**config.mk**
```make
export PLATFORM = sky130hd
export DESIGN_NAME = trimmed_sum_accumulator
export DESIGN_NICKNAME = d
export VERILOG_FILES = /design/src/hdl/tsa_pkg.sv /design/src/hdl/tsa_sorted_list.sv /design/src/hdl/tsa_trim_out.sv /design/src/hdl/trimmed_sum_accumulator.sv
export SDC_FILE = /design/constraint.sdc
export NUM_CORES = 1
export LEC_CHECK = 0
export BUFFER_PORTS_ARGS = -buffer_cell sky130_fd_sc_hd__buf_2
export CELL_PAD_IN_SITES_DETAIL_PLACEMENT = 1
export CELL_PAD_IN_SITES_GLOBAL_PLACEMENT = 1
export CORE_AREA = 2 2 320 322
export DETAILED_ROUTE_END_ITERATION = 8
export DIE_AREA = 0 0 322 324
export HOLD_SLACK_MARGIN = 0.12
export PLACE_DENSITY_LB_ADDON = 0.05
export SLEW_MARGIN = 20
export SYNTH_ARGS = -nofsm -noshare
export SYNTH_HDL_FRONTEND = slang
export SYNTH_HIERARCHICAL = 1
export SYNTH_SLANG_ARGS = --single-unit
```
**constraint.sdc**
```tcl
create_clock -name clk -period 13.7 [get_ports clk]
set_clock_uncertainty 0.1 [all_clocks]
set_input_delay 0.685 -clock clk [delete_from_list [all_inputs] [get_ports clk]]
set_output_delay 0.685 -clock clk [all_outputs]
set_load 0.02 [all_outputs]
```
**src/hdl/tsa_pkg.sv**
```systemverilog
package tsa_pkg;

	// Warm-up register.
	localparam int unsigned WARMUP_W = 4;
	localparam logic [WARMUP_W-1:0] WARMUP_RESET = 4'd2;

	// Position counter within a run; it stops at its all-ones value.
	localparam int unsigned COUNT_W = 16;
	localparam logic [COUNT_W-1:0] COUNT_MAX = 16'hFFFF;

	// Status of a run that has just closed, handed to the output stage.
	typedef struct packed {
		logic too_few;
		logic saturated;
	} run_flags_t;

endpackage

```
**src/hdl/tsa_sorted_list.sv**
```systemverilog
module tsa_sorted_list #(
	parameter int unsigned DEPTH      = 3,
	parameter int unsigned WIDTH      = 32,
	parameter bit          KEEP_LARGE = 1'b1
) (
	input  logic                             clk,
	input  logic                             ins_en,
	input  logic [WIDTH-1:0]                 ins_value,
	input  logic [$clog2(DEPTH+1)-1:0]       used,
	output logic [DEPTH-1:0][WIDTH-1:0]      entries_next
);

	localparam int unsigned USED_W = $clog2(DEPTH + 1);

	logic [DEPTH-1:0][WIDTH-1:0] entries_q;
	logic [DEPTH-1:0]            goes_before;

	// The list is sorted, so goes_before is false over a prefix and true after it.
	// The new value lands at the first true position and the tail moves down one.
	// With ins_en high, positions at or beyond the valid count always take the new value or a shifted one.
	// With ins_en low the held entries are shown unchanged.
	always_comb begin
		for (int i = 0; i < DEPTH; i++) begin
			goes_before[i] = (USED_W'(i) >= used) ||
				(KEEP_LARGE ? (ins_value > entries_q[i]) : (ins_value < entries_q[i]));
		end
		for (int i = 0; i < DEPTH; i++) begin
			if (!ins_en || !goes_before[i]) begin
				entries_next[i] = entries_q[i];
			end else if (i == 0) begin
				entries_next[i] = ins_value;
			end else if (!goes_before[i-1]) begin
				entries_next[i] = ins_value;
			end else begin
				entries_next[i] = entries_q[i-1];
			end
		end
	end

	always_ff @(posedge clk) begin
		if (ins_en) begin
			entries_q <= entries_next;
		end
	end

endmodule

```
**src/hdl/tsa_trim_out.sv**
```systemverilog
module tsa_trim_out #(
	parameter int unsigned TRIM_EACH_SIDE = 3,
	parameter int unsigned SAMPLE_BITS    = 32,
	parameter int unsigned SUM_BITS       = 48
) (
	input  logic                                        clk,
	input  logic                                        arst_n,
	input  logic                                        load,
	input  logic [SUM_BITS-1:0]                         sum_in,
	input  tsa_pkg::run_flags_t                         flags_in,
	input  logic [TRIM_EACH_SIDE-1:0][SAMPLE_BITS-1:0]  large_in,
	input  logic [TRIM_EACH_SIDE-1:0][SAMPLE_BITS-1:0]  small_in,
	output logic                                        ready,
	output logic                                        out_valid,
	input  logic                                        out_stall,
	output logic [SUM_BITS-1:0]                         trimmed_sum,
	output logic                                        too_few
);

	logic                                        valid_s2;
	logic [SUM_BITS-1:0]                         sum_s2;
	tsa_pkg::run_flags_t                         flags_s2;
	logic [TRIM_EACH_SIDE-1:0][SAMPLE_BITS-1:0]  large_s2;
	logic [TRIM_EACH_SIDE-1:0][SAMPLE_BITS-1:0]  small_s2;

	logic                out_valid_q;
	logic [SUM_BITS-1:0] trimmed_sum_q;
	logic                too_few_q;

	logic                out_load;
	logic [SUM_BITS-1:0] removed;
	logic [SUM_BITS-1:0] result;

	assign out_load = valid_s2 && (!out_valid_q || !out_stall);
	assign ready    = !valid_s2 || out_load;

	// The removed samples never exceed the sum, so arithmetic modulo the sum width is exact.
	always_comb begin
		removed = '0;
		for (int i = 0; i < TRIM_EACH_SIDE; i++) begin
			removed = removed + SUM_BITS'(large_s2[i]) + SUM_BITS'(small_s2[i]);
		end
		if (flags_s2.too_few) begin
			result = '0;
		end else if (flags_s2.saturated) begin
			result = '1;
		end else begin
			result = sum_s2 - removed;
		end
	end

	always_ff @(posedge clk or negedge arst_n) begin
		if (!arst_n) begin
			valid_s2    <= 1'b0;
			out_valid_q <= 1'b0;
		end else begin
			if (load) begin
				valid_s2 <= 1'b1;
			end else if (out_load) begin
				valid_s2 <= 1'b0;
			end
			if (out_load) begin
				out_valid_q <= 1'b1;
			end else if (!out_stall) begin
				out_valid_q <= 1'b0;
			end
		end
	end

	always_ff @(posedge clk) begin
		if (load) begin
			sum_s2   <= sum_in;
			flags_s2 <= flags_in;
			large_s2 <= large_in;
			small_s2 <= small_in;
		end
		if (out_load) begin
			trimmed_sum_q <= result;
			too_few_q     <= flags_s2.too_few;
		end
	end

	assign out_valid   = out_valid_q;
	assign trimmed_sum = trimmed_sum_q;
	assign too_few     = too_few_q;

endmodule

```
**src/hdl/trimmed_sum_accumulator.sv**
```systemverilog
// Trimmed sum of a run of timing samples.
// Input channel: sample and last, qualified by in_valid, held off by in_stall. An item
// is taken at a rising edge with in_valid high and in_stall low. Output channel:
// trimmed_sum and too_few, qualified by out_valid, held off by out_stall.
// The first warmup_count items of a run are dropped; the rest are summed (the sum
// saturates at all ones) and offered to two sorted lists holding the three largest and
// three smallest kept samples. The item with last high closes the run and produces one
// result: the sum less those six samples, or zero with too_few high if fewer than six
// samples were kept, or all ones once the sum has saturated. Run state then clears.
// Timing: an item is held in the input register, where it updates the run state; a
// closing item then moves through the trim stage and the output register before its
// result is offered. One item is taken every cycle while in_stall is low; the
// run-state update is a single compare-insert and add per cycle.
// When out_stall is held, up to two results wait in the trim stage and the output
// register, and ordinary items keep flowing; a closing item waits in the input register
// and in_stall rises only when both of those are full.
// warmup_count is written through warmup_count_we and warmup_count_wdata; the user must
// write it only while the block is idle, and the block itself does not enforce this.
// Reset clears all run state and sets warmup_count to two.
module trimmed_sum_accumulator #(
	parameter int unsigned TRIM_EACH_SIDE = 3,
	parameter int unsigned SAMPLE_BITS    = 32,
	parameter int unsigned SUM_BITS       = 48
) (
	input  logic                           clk,
	input  logic                           arst_n,
	input  logic                           warmup_count_we,
	input  logic [tsa_pkg::WARMUP_W-1:0]   warmup_count_wdata,
	input  logic                           in_valid,
	output logic                           in_stall,
	input  logic [SAMPLE_BITS-1:0]         sample,
	input  logic                           last,
	output logic                           out_valid,
	input  logic                           out_stall,
	output logic [SUM_BITS-1:0]            trimmed_sum,
	output logic                           too_few
);

	localparam int unsigned FILL_W = $clog2(2 * TRIM_EACH_SIDE + 1);
	localparam int unsigned USED_W = $clog2(TRIM_EACH_SIDE + 1);
	localparam int unsigned ACC_W  = ((SAMPLE_BITS > SUM_BITS) ? SAMPLE_BITS : SUM_BITS) + 1;
	localparam logic [FILL_W-1:0] KEEP_NEEDED = FILL_W'(2 * TRIM_EACH_SIDE);
	localparam logic [FILL_W-1:0] TRIM_FILL   = FILL_W'(TRIM_EACH_SIDE);

	// Configuration.
	logic [tsa_pkg::WARMUP_W-1:0] warmup_q;

	// Input register.
	logic                   valid_s1;
	logic [SAMPLE_BITS-1:0] sample_s1;
	logic                   last_s1;

	// Run state.
	logic [tsa_pkg::COUNT_W-1:0] count_q;
	logic [FILL_W-1:0]           fill_q;
	logic [SUM_BITS-1:0]         sum_q;
	logic                        sat_q;

	logic                        s1_go;
	logic                        fire;
	logic                        accept;
	logic                        keep;
	logic                        out_ready;
	logic [USED_W-1:0]           used;
	logic [ACC_W-1:0]            sum_wide;
	logic                        sat_next;
	logic [SUM_BITS-1:0]         sum_next;
	logic [FILL_W-1:0]           fill_next;
	logic [tsa_pkg::COUNT_W-1:0] count_next;
	tsa_pkg::run_flags_t         end_flags;

	logic [TRIM_EACH_SIDE-1:0][SAMPLE_BITS-1:0] large_next;
	logic [TRIM_EACH_SIDE-1:0][SAMPLE_BITS-1:0] small_next;

	// A closing item may only leave the input register when the trim stage can take it.
	assign s1_go    = !last_s1 || out_ready;
	assign fire     = valid_s1 && s1_go;
	assign in_stall = valid_s1 && !s1_go;
	assign accept   = in_valid && !in_stall;

	// A sample is kept once its position in the run reaches the warm-up count.
	assign keep = count_q >= tsa_pkg::COUNT_W'(warmup_q);
	assign used = (fill_q < TRIM_FILL) ? USED_W'(fill_q) : USED_W'(TRIM_EACH_SIDE);

	// Saturating add; the extra top bits catch both carry out and a sample wider than the sum.
	always_comb begin
		sum_wide = ACC_W'(sum_q) + ACC_W'(sample_s1);
		if (keep) begin
			sat_next  = sat_q || (|sum_wide[ACC_W-1:SUM_BITS]);
			sum_next  = sat_next ? '1 : sum_wide[SUM_BITS-1:0];
			fill_next = (fill_q < KEEP_NEEDED) ? fill_q + FILL_W'(1) : fill_q;
		end else begin
			sat_next  = sat_q;
			sum_next  = sum_q;
			fill_next = fill_q;
		end
		count_next = (count_q != tsa_pkg::COUNT_MAX) ? count_q + tsa_pkg::COUNT_W'(1) : count_q;
		end_flags.too_few   = fill_next != KEEP_NEEDED;
		end_flags.saturated = sat_next;
	end

	always_ff @(posedge clk or negedge arst_n) begin
		if (!arst_n) begin
			warmup_q <= tsa_pkg::WARMUP_RESET;
			valid_s1 <= 1'b0;
			count_q  <= '0;
			fill_q   <= '0;
			sum_q    <= '0;
			sat_q    <= 1'b0;
		end else begin
			if (warmup_count_we) begin
				warmup_q <= warmup_count_wdata;
			end
			if (accept) begin
				valid_s1 <= 1'b1;
			end else if (fire) begin
				valid_s1 <= 1'b0;
			end
			if (fire) begin
				if (last_s1) begin
					count_q <= '0;
					fill_q  <= '0;
					sum_q   <= '0;
					sat_q   <= 1'b0;
				end else begin
					count_q <= count_next;
					fill_q  <= fill_next;
					sum_q   <= sum_next;
					sat_q   <= sat_next;
				end
			end
		end
	end

	always_ff @(posedge clk) begin
		if (accept) begin
			sample_s1 <= sample;
			last_s1   <= last;
		end
	end

	// List entries past the fill count are never read, so the lists need no clearing.
	tsa_sorted_list #(
		.DEPTH      (TRIM_EACH_SIDE),
		.WIDTH      (SAMPLE_BITS),
		.KEEP_LARGE (1'b1)
	) u_largest (
		.clk          (clk),
		.ins_en       (fire && keep),
		.ins_value    (sample_s1),
		.used         (used),
		.entries_next (large_next)
	);

	tsa_sorted_list #(
		.DEPTH      (TRIM_EACH_SIDE),
		.WIDTH      (SAMPLE_BITS),
		.KEEP_LARGE (1'b0)
	) u_smallest (
		.clk          (clk),
		.ins_en       (fire && keep),
		.ins_value    (sample_s1),
		.used         (used),
		.entries_next (small_next)
	);

	tsa_trim_out #(
		.TRIM_EACH_SIDE (TRIM_EACH_SIDE),
		.SAMPLE_BITS    (SAMPLE_BITS),
		.SUM_BITS       (SUM_BITS)
	) u_trim_out (
		.clk         (clk),
		.arst_n      (arst_n),
		.load        (fire && last_s1),
		.sum_in      (sum_next),
		.flags_in    (end_flags),
		.large_in    (large_next),
		.small_in    (small_next),
		.ready       (out_ready),
		.out_valid   (out_valid),
		.out_stall   (out_stall),
		.trimmed_sum (trimmed_sum),
		.too_few     (too_few)
	);

endmodule

```
## After elaboration in Yosys (flattened, before gate mapping)

Index checks and enable logic that the tools add are counted.
Widths: inputs -> output; s select.

- Input bits: 42
- Output and inout port bits: 51
- Bits in registers: 591

- Equality and inequality tests: 3
- Reductions and logical operators: 39
- Add/subtract/negate cells: 9
- Order comparisons: 12
- Multiplexer cells: 28

Operators by type and width:

| cell | count |
|---|---|
| $mux 32 | 10 |
| $add 48x32->48 | 4 |
| $mux 48 | 4 |
| $gt 32x32->1 | 3 |
| $lt 32x32->1 | 3 |
| $add 48x32->49 | 1 |
| $sub 48x48->48 | 1 |
| $add 32x32->33 | 1 |
| $mux 16 | 2 |
| $add 16x1->16 const B | 1 |
| $ge 16x4->1 | 1 |
| $logic_or 1x1->1 | 16 |
| $ne 16x16->1 const B | 1 |
| $logic_not 1->1 | 13 |
| $mux 3 | 3 |
| $mux 1 | 8 |
| $logic_and 1x1->1 | 6 |
| $reduce_bool 2->1 | 3 |
| $ge 1x2->1 const A | 2 |
| $add 3x1->3 const B | 1 |
| $lt 3x2->1 const B | 1 |
| $lt 3x3->1 const B | 1 |
| $ne 3x3->1 const B | 1 |
| $ge 2x2->1 const A | 1 |
| other kinds (3) | 3 |

## Longest topological paths before layout

Gate-level depths: netlist of the first run.

- Depth after elaboration: 10
- Mapped depth: 28
- Mapped depth without buffers: 27

## Modules after synthesis

The synthesis of the first run kept the hierarchy.

Modules (own cells, without submodules):

| module | cells each | sequential area each (um^2) | instances | area an instance (um^2) |
|---|---|---|---|---|
| tsa_trim_out | 1,375 | 8,788.4 | 1 | 16,958.8 |
| tsa_sorted_list at u_largest | 889 | 2,882.8 | 1 | 8,161.6 |
| trimmed_sum_accumulator | 816 | 2,819.0 | 1 | 7,717.4 |
| tsa_sorted_list at u_smallest | 686 | 2,882.8 | 1 | 7,123.1 |

## Least setup slack after synthesis of the first run

Ideal clock, no wire load.

- Path kind: flip-flop to flip-flop
- Start: register warmup_q[1] (netlist bit)
- End: register u_smallest/entries_q[33] (netlist bit), data pin
- Stages on the path, launching flop included: 10
- Data arrival time: 11.873 ns
- Data required time: 13.330 ns
- Setup time: 0.270 ns
- Setup slack: 1.457 ns
- Buffers on the path: 2
- Path through: dfstp_2 > inv_1 > ha_1 > a21oi_1 > o21ba_2 > clkbuf_1 > nor2_1 > nand3_1 > buf_2 > mux2i_1

RTL lines:

| element | line | text |
|---|---|---|
| start, declared | trimmed_sum_accumulator.sv:46 | `logic [tsa_pkg::WARMUP_W-1:0] warmup_q;` |
| start signal, assigned | trimmed_sum_accumulator.sv:104 | `warmup_q <= tsa_pkg::WARMUP_RESET;` |
| start signal, assigned | trimmed_sum_accumulator.sv:112 | `warmup_q <= warmup_count_wdata;` |
| end signal, assigned | tsa_sorted_list.sv:42 | `entries_q <= entries_next;` |
| end, declared | tsa_sorted_list.sv:15 | `logic [DEPTH-1:0][WIDTH-1:0] entries_q;` |

## Final worst setup path of the first run

- Start: register u_trim_out/large_s2[6] (netlist bit)
- End: register u_trim_out.trimmed_sum_q[36], in the netlist u_trim_out/trimmed_sum[36], data pin

- Cells in the longest elaborated chain, start to end: 7

RTL lines:

| element | line | text |
|---|---|---|
| start, declared | tsa_trim_out.sv:23 | `logic [TRIM_EACH_SIDE-1:0][SAMPLE_BITS-1:0] large_s2;` |
| start signal, assigned | tsa_trim_out.sv:74 | `large_s2 <= large_in;` |
| $add 32x32->33 | tsa_trim_out.sv:41 | `removed = removed + SUM_BITS'(large_s2[i]) + SUM_BITS'(small_s2[i]);` |
| $add 48x32->48 (4 in a row) | tsa_trim_out.sv:41 |  |
| $sub 48x48->48 | tsa_trim_out.sv:48 | `result = sum_s2 - removed;` |
| $mux 48 | tsa_trim_out.sv:45 | `end else if (flags_s2.saturated) begin` |
| end signal, assigned | tsa_trim_out.sv:78 | `trimmed_sum_q <= result;` |
| end, declared | tsa_trim_out.sv:27 | `logic [SUM_BITS-1:0] trimmed_sum_q;` |

No other way between the ends.
A chain may end at the register's enable or synchronous reset.

==> impl_metrics.csv, run 1 <==
group,metric,value,unit
clock_tree,clk_pin_slew,60,ps
global_route,grt_pass1_wl,214000,um
clock_tree,clockRootBuffer,"clkbuf_16",
synth,synth_area,40000,sq um
clock_tree,cts.path.max_buffers,3,
placed_design,place_congestion,0.863,
timing,layout_min_cycle_time,8190,ps
setup_path,worstPathRequired,13980,ps
setup_path,cp_slowest_cell,"o311ai_0",
synth,synthTopCellsByArea,"edfxtp_1 39%, ha_1 9.3%, fa_1 6.5%",
synth,netlist_instances,3766,
setup_path,crit_chain,"inv_1 -> fa_1 -> inv_1 -> fa_1 -> ha_1 -> and3_1 -> a211oi_1 -> nand4_1 -> a31oi_1 -> o21bai_1 -> a21o_1 -> o311ai_0 -> fa_1 -> fa_1 -> inv_1 -> ha_1 -> nand3_1 -> or4b_1 -> o211a_1 -> a21oi_1 -> o21ai_1 -> a311oi_1 -> nor3_1",
routing,postRouteAntennaNets,0,
floorplan,die_area,104000,sq um
hold_path,min-delay-path-class,"in2reg",
routing,routed_via_density,5.86,
synth,synthMostInstantiatedCell,"edfxtp_1",
synth,syn-num-nets,4235,
routing,drc,0,
timing,max_freq,0.122,GHz
timing,max_slew.worst_pin.slew,1150,ps
status,status,"complete, no violations",
clock_tree,post_cts_buffers,0,
placed_design,place_ws,5570,ps
final_layout,nets,4336,
timing,setup-violations-final,0,
synth,synth_edf_count,516,
timing,finalSetupTns,0,ps
timing,hold_viol,0,
final_layout,fin_area,44600,sq um
timing,setup_slack,5510,ps
routing,first_pass_iters,5,
global_route,grt_max_degree,80,
timing,maxSlewHeadroom,23.3,%
setup_path,path_buf_inv,3,
timing,grt_setup_unrepaired,"no",
synth,seq_area_frac_synth,43.5,%
synth,avgSynthCellArea,10.6,sq um
clock_tree,cts_buffers,76,
clock_tree,cts_tree,"yes",
synth,synth_top_cell_area_share,38.8,%
synth,ys.flop_type,"edfxtp_1",
global_route,grt_overflow,0,
setup_path,cp_max_fo,7,
placed_design,port-buffer-count,92,
synth,ys_async_sr_fraction,12.7,%
floorplan,fp-row-count,117,
synth,yosysUniqueCellTypes,110,
setup_path,crit_family,"compound AO/OA/AOI/OAI gates",
synth,ys_ff_latch,591,
final_layout,area_growth,11.7,%
floorplan,die_h,324,um
clock_tree,htreeDepth,3,
timing,whs,161,ps
setup_path,cp.arrival,8470,ps
routing,drt_iter0_markers,1866,
global_route,antenna_found_initial,4,
global_route,grt_pass1_vias,32700,
synth,synth_area_leader_cell,"edfxtp_1",
timing,finalCritPeriodShare,59.8,%
timing,slew_violations,0,
routing,wire_per_inst,27.2,um
job,drv_cap,0,
placed_design,dp_hpwl,104000,um
routing,drt-total-wl,142000,um
setup_path,worst_setup_path_start_kind,"flop",
synth,synth_common_cells,"516 x edfxtp_1, 509 x inv_1, 297 x ha_1, 248 x a21oi_1, 184 x nor2_1",
setup_path,endpoint_kind,"flop",
clock_tree,clk-insertion-delay-late,660,ps
setup_path,critPathMaxStageDelay,780,ps
global_route,track_usage,27.4,%
floorplan,dieWidth,322,um
floorplan,io-pin-count,93,
clock_tree,cts.sinks,591,
final_layout,fillers,11000,
synth,yosysWarnings,6,
setup_path,crit_type,"reg2reg",
floorplan,core_area,101000,sq um
routing,vias,30700,
placed_design,placed_cell_area,41900,sq um
floorplan,initial_core_util,39.6,%
setup_path,cp_common_cell,"fa_1",
final_layout,drive_above_1_share,10.6,%
==> worst paths after layout <==
kind,start,endpoint,slack [ps],cells after the start
min in group asynchronous,arst_n,sum_q[36],370,2
setup / recovery,u_trim_out/large_s2[6],u_trim_out/trimmed_sum[36],5510,23
hold reg to reg,u_trim_out/valid_s2,u_trim_out/out_valid,400,1
hold / removal,warmup_count_wdata[0],warmup_q[0],160,2
setup reg to reg,u_trim_out/large_s2[6],u_trim_out/trimmed_sum[36],5510,23
max in group asynchronous,arst_n,sum_q[14],12020,3
==> registers in the layout (all words and copies together) (netlist names) <==
register,count
valid_s1,1
u_trim_out/out_valid,1
u_trim_out/valid_s2,1
u_largest/entries_q,96
last_s1,1
sat_q,1
u_trim_out/large_s2,96
sample_s1,32
u_trim_out/too_few,1
u_trim_out/flags_s2,2
u_smallest/entries_q,96
warmup_q,4
u_trim_out/small_s2,96
fill_q,3
count_q,16
sum_q,48
u_trim_out/sum_s2,48
u_trim_out/trimmed_sum,48
==> what timing repair did <==
action                                 in CTS  in global routing
hold buffers                               38                  0
resized for setup                           0                  0
endpoints found under the hold margin      59                  0
==> stage by stage <==
stage / util [%] / std cells
6_report: 44.2 / 5234
5_1_grt: 44.2 / 5233
4_1_cts: 44.2 / 5232
3_5_place_dp: 41.4 / 5059
3_3_place_gp: 41.4 / 5059
2_1_floorplan: - / 3766
==> logic make-up (layout without fill, tap and decap cells) <==
group / after synthesis / count (layout) / share of synthesized area [%]
other: 0 / 1 / 0
and+or+nand+nor: 829 / 829 / 10.5
adders and majority gates: 427 / 427 / 15.8
AOI/OAI and AO/OA: 984 / 984 / 17.2
buffers and inverters: 692 / 850 / 7.07
muxes: 139 / 139 / 3.69
xor gates and xnor gates: 104 / 104 / 2.28
DFF: 591 / 591 / 43.5
==> final cells by class <==
class	count	area [sq um]	area share, %
antenna	1	2.50	0.00560
timing repair buffer	205	1410	3.17
clock inverter	32	264	0.591
inverter	510	1920	4.30
tap	1309	1640	3.67
sequential	591	17400	38.9
multi-input combinational	2483	19900	44.6
clock buffer	103	2130	4.76
==> layer usage <==
metal	part of all wire (%)	up-vias	GRT usage, %
li1	-	14000	-
met1	46	15800	37.3
met2	47	647	46.0
met3	3.7	196	3.00
met4	3.1	2	8.47
met5	0.0049	-	0
==> cells in the final DEF, fill, tap and decap left out, types with 19 or more instances in the layout <==
cell type      netlist  routed
mux2_1              32      32
a21oi_1            248     248
inv_1              509     509
o21ai_0            128     127
and3_1              26      26
clkbuf_16            0      79
nand2b_1            21      21
edfxtp_1           516     516
nand4_1             69      69
nor3_1             133     132
a22o_1              20      20
o211ai_1           116     116
mux2_2              36      36
xor2_1              45      45
dlygate4sd3_1        0      38
ha_1               297     297
buf_2               37      91
mux2i_1             71      71
a21o_1              70      70
a22oi_1             40      40
a211oi_1            30      29
dfrtp_1             74      74
fa_1               130     130
nand2_1            175     174
nand3_1             88      87
nor2_1             184     182
xnor2_1             59      59
a31oi_1            116     114
and4_1              19      19
buf_4               14      75
Power of run 1 is not shown: default switching activity piles up to over one toggle a cycle in this logic, so the estimate is an artifact.
==> run 2, diff against run 1 <==
Clock period 13.7 ns to 7 ns, I/O delays scaled along.
==> run 2 against run 1 <==
Die area did not move. Cell area rose by 5.9%. Non-clock buffer count rose by 210. Via count rose by 3.4%. Sequential share of layout area fell by 2.2 points. Flip-flop and latch count did not move. Highest routed layer is now met4.
==> impl_metrics.csv, run 2 (synthesis gave the netlist of run 1 again) <==
group,metric,value,unit
routing,drt_iter0_markers,2308,
setup_path,worstPathRequired,7270,ps
setup_path,r2r-end,"u_trim_out/trimmed_sum[32]",
routing,vias,31700,
timing,finalCritPeriodShare,98.4,%
setup_path,crit_start,"u_trim_out/small_s2[1]",
timing,grt_setup_unrepaired,"yes",
global_route,grt_pass1_wl,218000,um
final_layout,fin_cells,5444,
setup_path,cp-endpoint,"u_trim_out/trimmed_sum[32]",
setup_path,critPathMaxStageDelay,570,ps
global_route,antenna_found_initial,1,
timing,max_slew.worst_pin.slew,1140,ps
floorplan,dieWidth,322,um
timing,slew_violations,0,
placed_design,place_ws,-434,ps
global_route,grt_max_degree,96,
routing,postRouteAntennaNets,0,
setup_path,worst_setup_path_start_kind,"flop",
hold_path,min-delay-path-class,"in2async",
floorplan,die_area,104000,sq um
clock_tree,cts.sinks,591,
routing,drc,0,
timing,maxSlewHeadroom,24.1,%
timing,hold_viol,0,
global_route,grt_overflow,0,
job,drv_cap,0,
placed_design,place_inst,5244,
floorplan,io-pin-count,93,
global_route,grt_pass1_vias,33800,
clock_tree,clk-insertion-delay-late,660,ps
floorplan,die_h,324,um
routing,drt-total-wl,145000,um
clock_tree,cts.path.max_buffers,3,
routing,wire_per_inst,26.6,um
setup_path,cp.arrival,7150,ps
setup_path,crit_type,"reg2reg",
final_layout,nets,4544,
routing,first_pass_iters,5,
placed_design,port-buffer-count,92,
final_layout,area_growth,18.4,%
setup_path,rr_worst_depth,29,
floorplan,fp-row-count,117,
timing,layout_min_cycle_time,6890,ps
clock_tree,htreeDepth,3,
setup_path,reg2reg_slack,110,ps
clock_tree,clk_pin_slew,60,ps
setup_path,cp_slowest_cell,"fa_1",
final_layout,final_common_cell,"edfxtp_1",
final_layout,drive_above_1_share,18.5,%
status,status,"complete, no violations",
setup_path,cp_common_cell,"fa_1",
timing,max_freq,0.145,GHz
setup_path,cp_max_fo,5,
setup_path,endpoint_kind,"flop",
clock_tree,cts_buffers,74,
timing,setup_slack,113,ps
floorplan,core_area,101000,sq um
placed_design,dp_hpwl,107000,um
routing,routed_via_density,5.82,
setup_path,reg2reg_from,"u_trim_out/small_s2[1]",
timing,setup-violations-final,0,
floorplan,initial_core_util,39.6,%
clock_tree,clockRootBuffer,"clkbuf_16",
clock_tree,cts_tree,"yes",
global_route,track_usage,27.9,%
final_layout,final_cell_mix,"516 x edfxtp_1, 497 x inv_1, 280 x ha_1, 258 x buf_4, 226 x a21oi_1",
placed_design,place_congestion,0.907,
run 2: cell types whose count changed in the layout (fill, tap and decap cells not counted), sizes merged:
cell,change
clkinv,+11
clkinvlp,+3
bufinv,+3
dlygate4sd3,+9
clkbuf,-17
buf,+201
run 2: worst min-delay path by stage:
stage	startpoint	to	cells after the start
after floorplan	arst_n	count_q[0]	0
after global placement	u_trim_out/valid_s2	u_trim_out/out_valid	1
after detailed placement	u_trim_out/valid_s2	u_trim_out/out_valid	1
after CTS	sample[13]	sample_s1[13]	2
after global routing	arst_n	sum_q[37]	2
final	arst_n	sum_q[37]	2
run 2: final cells by class:
class	count	area, sq um
multi-input cells	2483	20900
clock inverters	49	447
clock buffers	86	1950
fillers	10800	53700
well taps	1309	1640
diodes	1	2.50
inverters	510	1920
repair buffers	415	3110
flip-flops and latches	591	17400
run 2: worst max-delay path, delay by kind of cell, from the launching register on:
family | cells | cell delay (ps)
buffers and inverters | 7 | 620
XOR/XNOR | 1 | 160
AND/OR/NAND/NOR | 3 | 820
AO/OA/AOI/OAI | 11 | 1640
adder cells (fa/ha/maj) | 7 | 2930
flip-flops | 1 | 330
run 2: what timing repair did:
item                                    in CTS  in global routing
hold buffers                                47                  0
buffers inserted                             3                 17
pin swaps                                   21                131
endpoints found under the setup margin      29                 33
gates resized for setup                     55                154
endpoints found under the hold margin      126                  0
run 2: through the flow:
| step | cell area (sq um) | hold slack (ps) | util (%) | TNS [ps] |
|---|---|---|---|---|
| after floorplan | 40000 | -45.6 | - | 0 |
| after global placement | 43300 | 370 | 42.9 | -5090 |
| after detailed placement | 43300 | 394 | 42.9 | -7460 |
| after CTS | 46500 | 261 | 46.0 | -6.48 |
| after global routing | 47300 | 299 | 46.8 | -1930 |
| final | 47300 | 235 | 46.8 | 0 |
run 2: per-layer routing:
metal	track usage, %	vias to the layer above	part of all wire [%]
met5	0	-	0
met4	7.31	0	2.4
met3	3.02	182	4.0
met2	48.0	721	49
met1	37.3	16400	45
li1	-	14400	-
Power of run 2 is left out for the same reason.
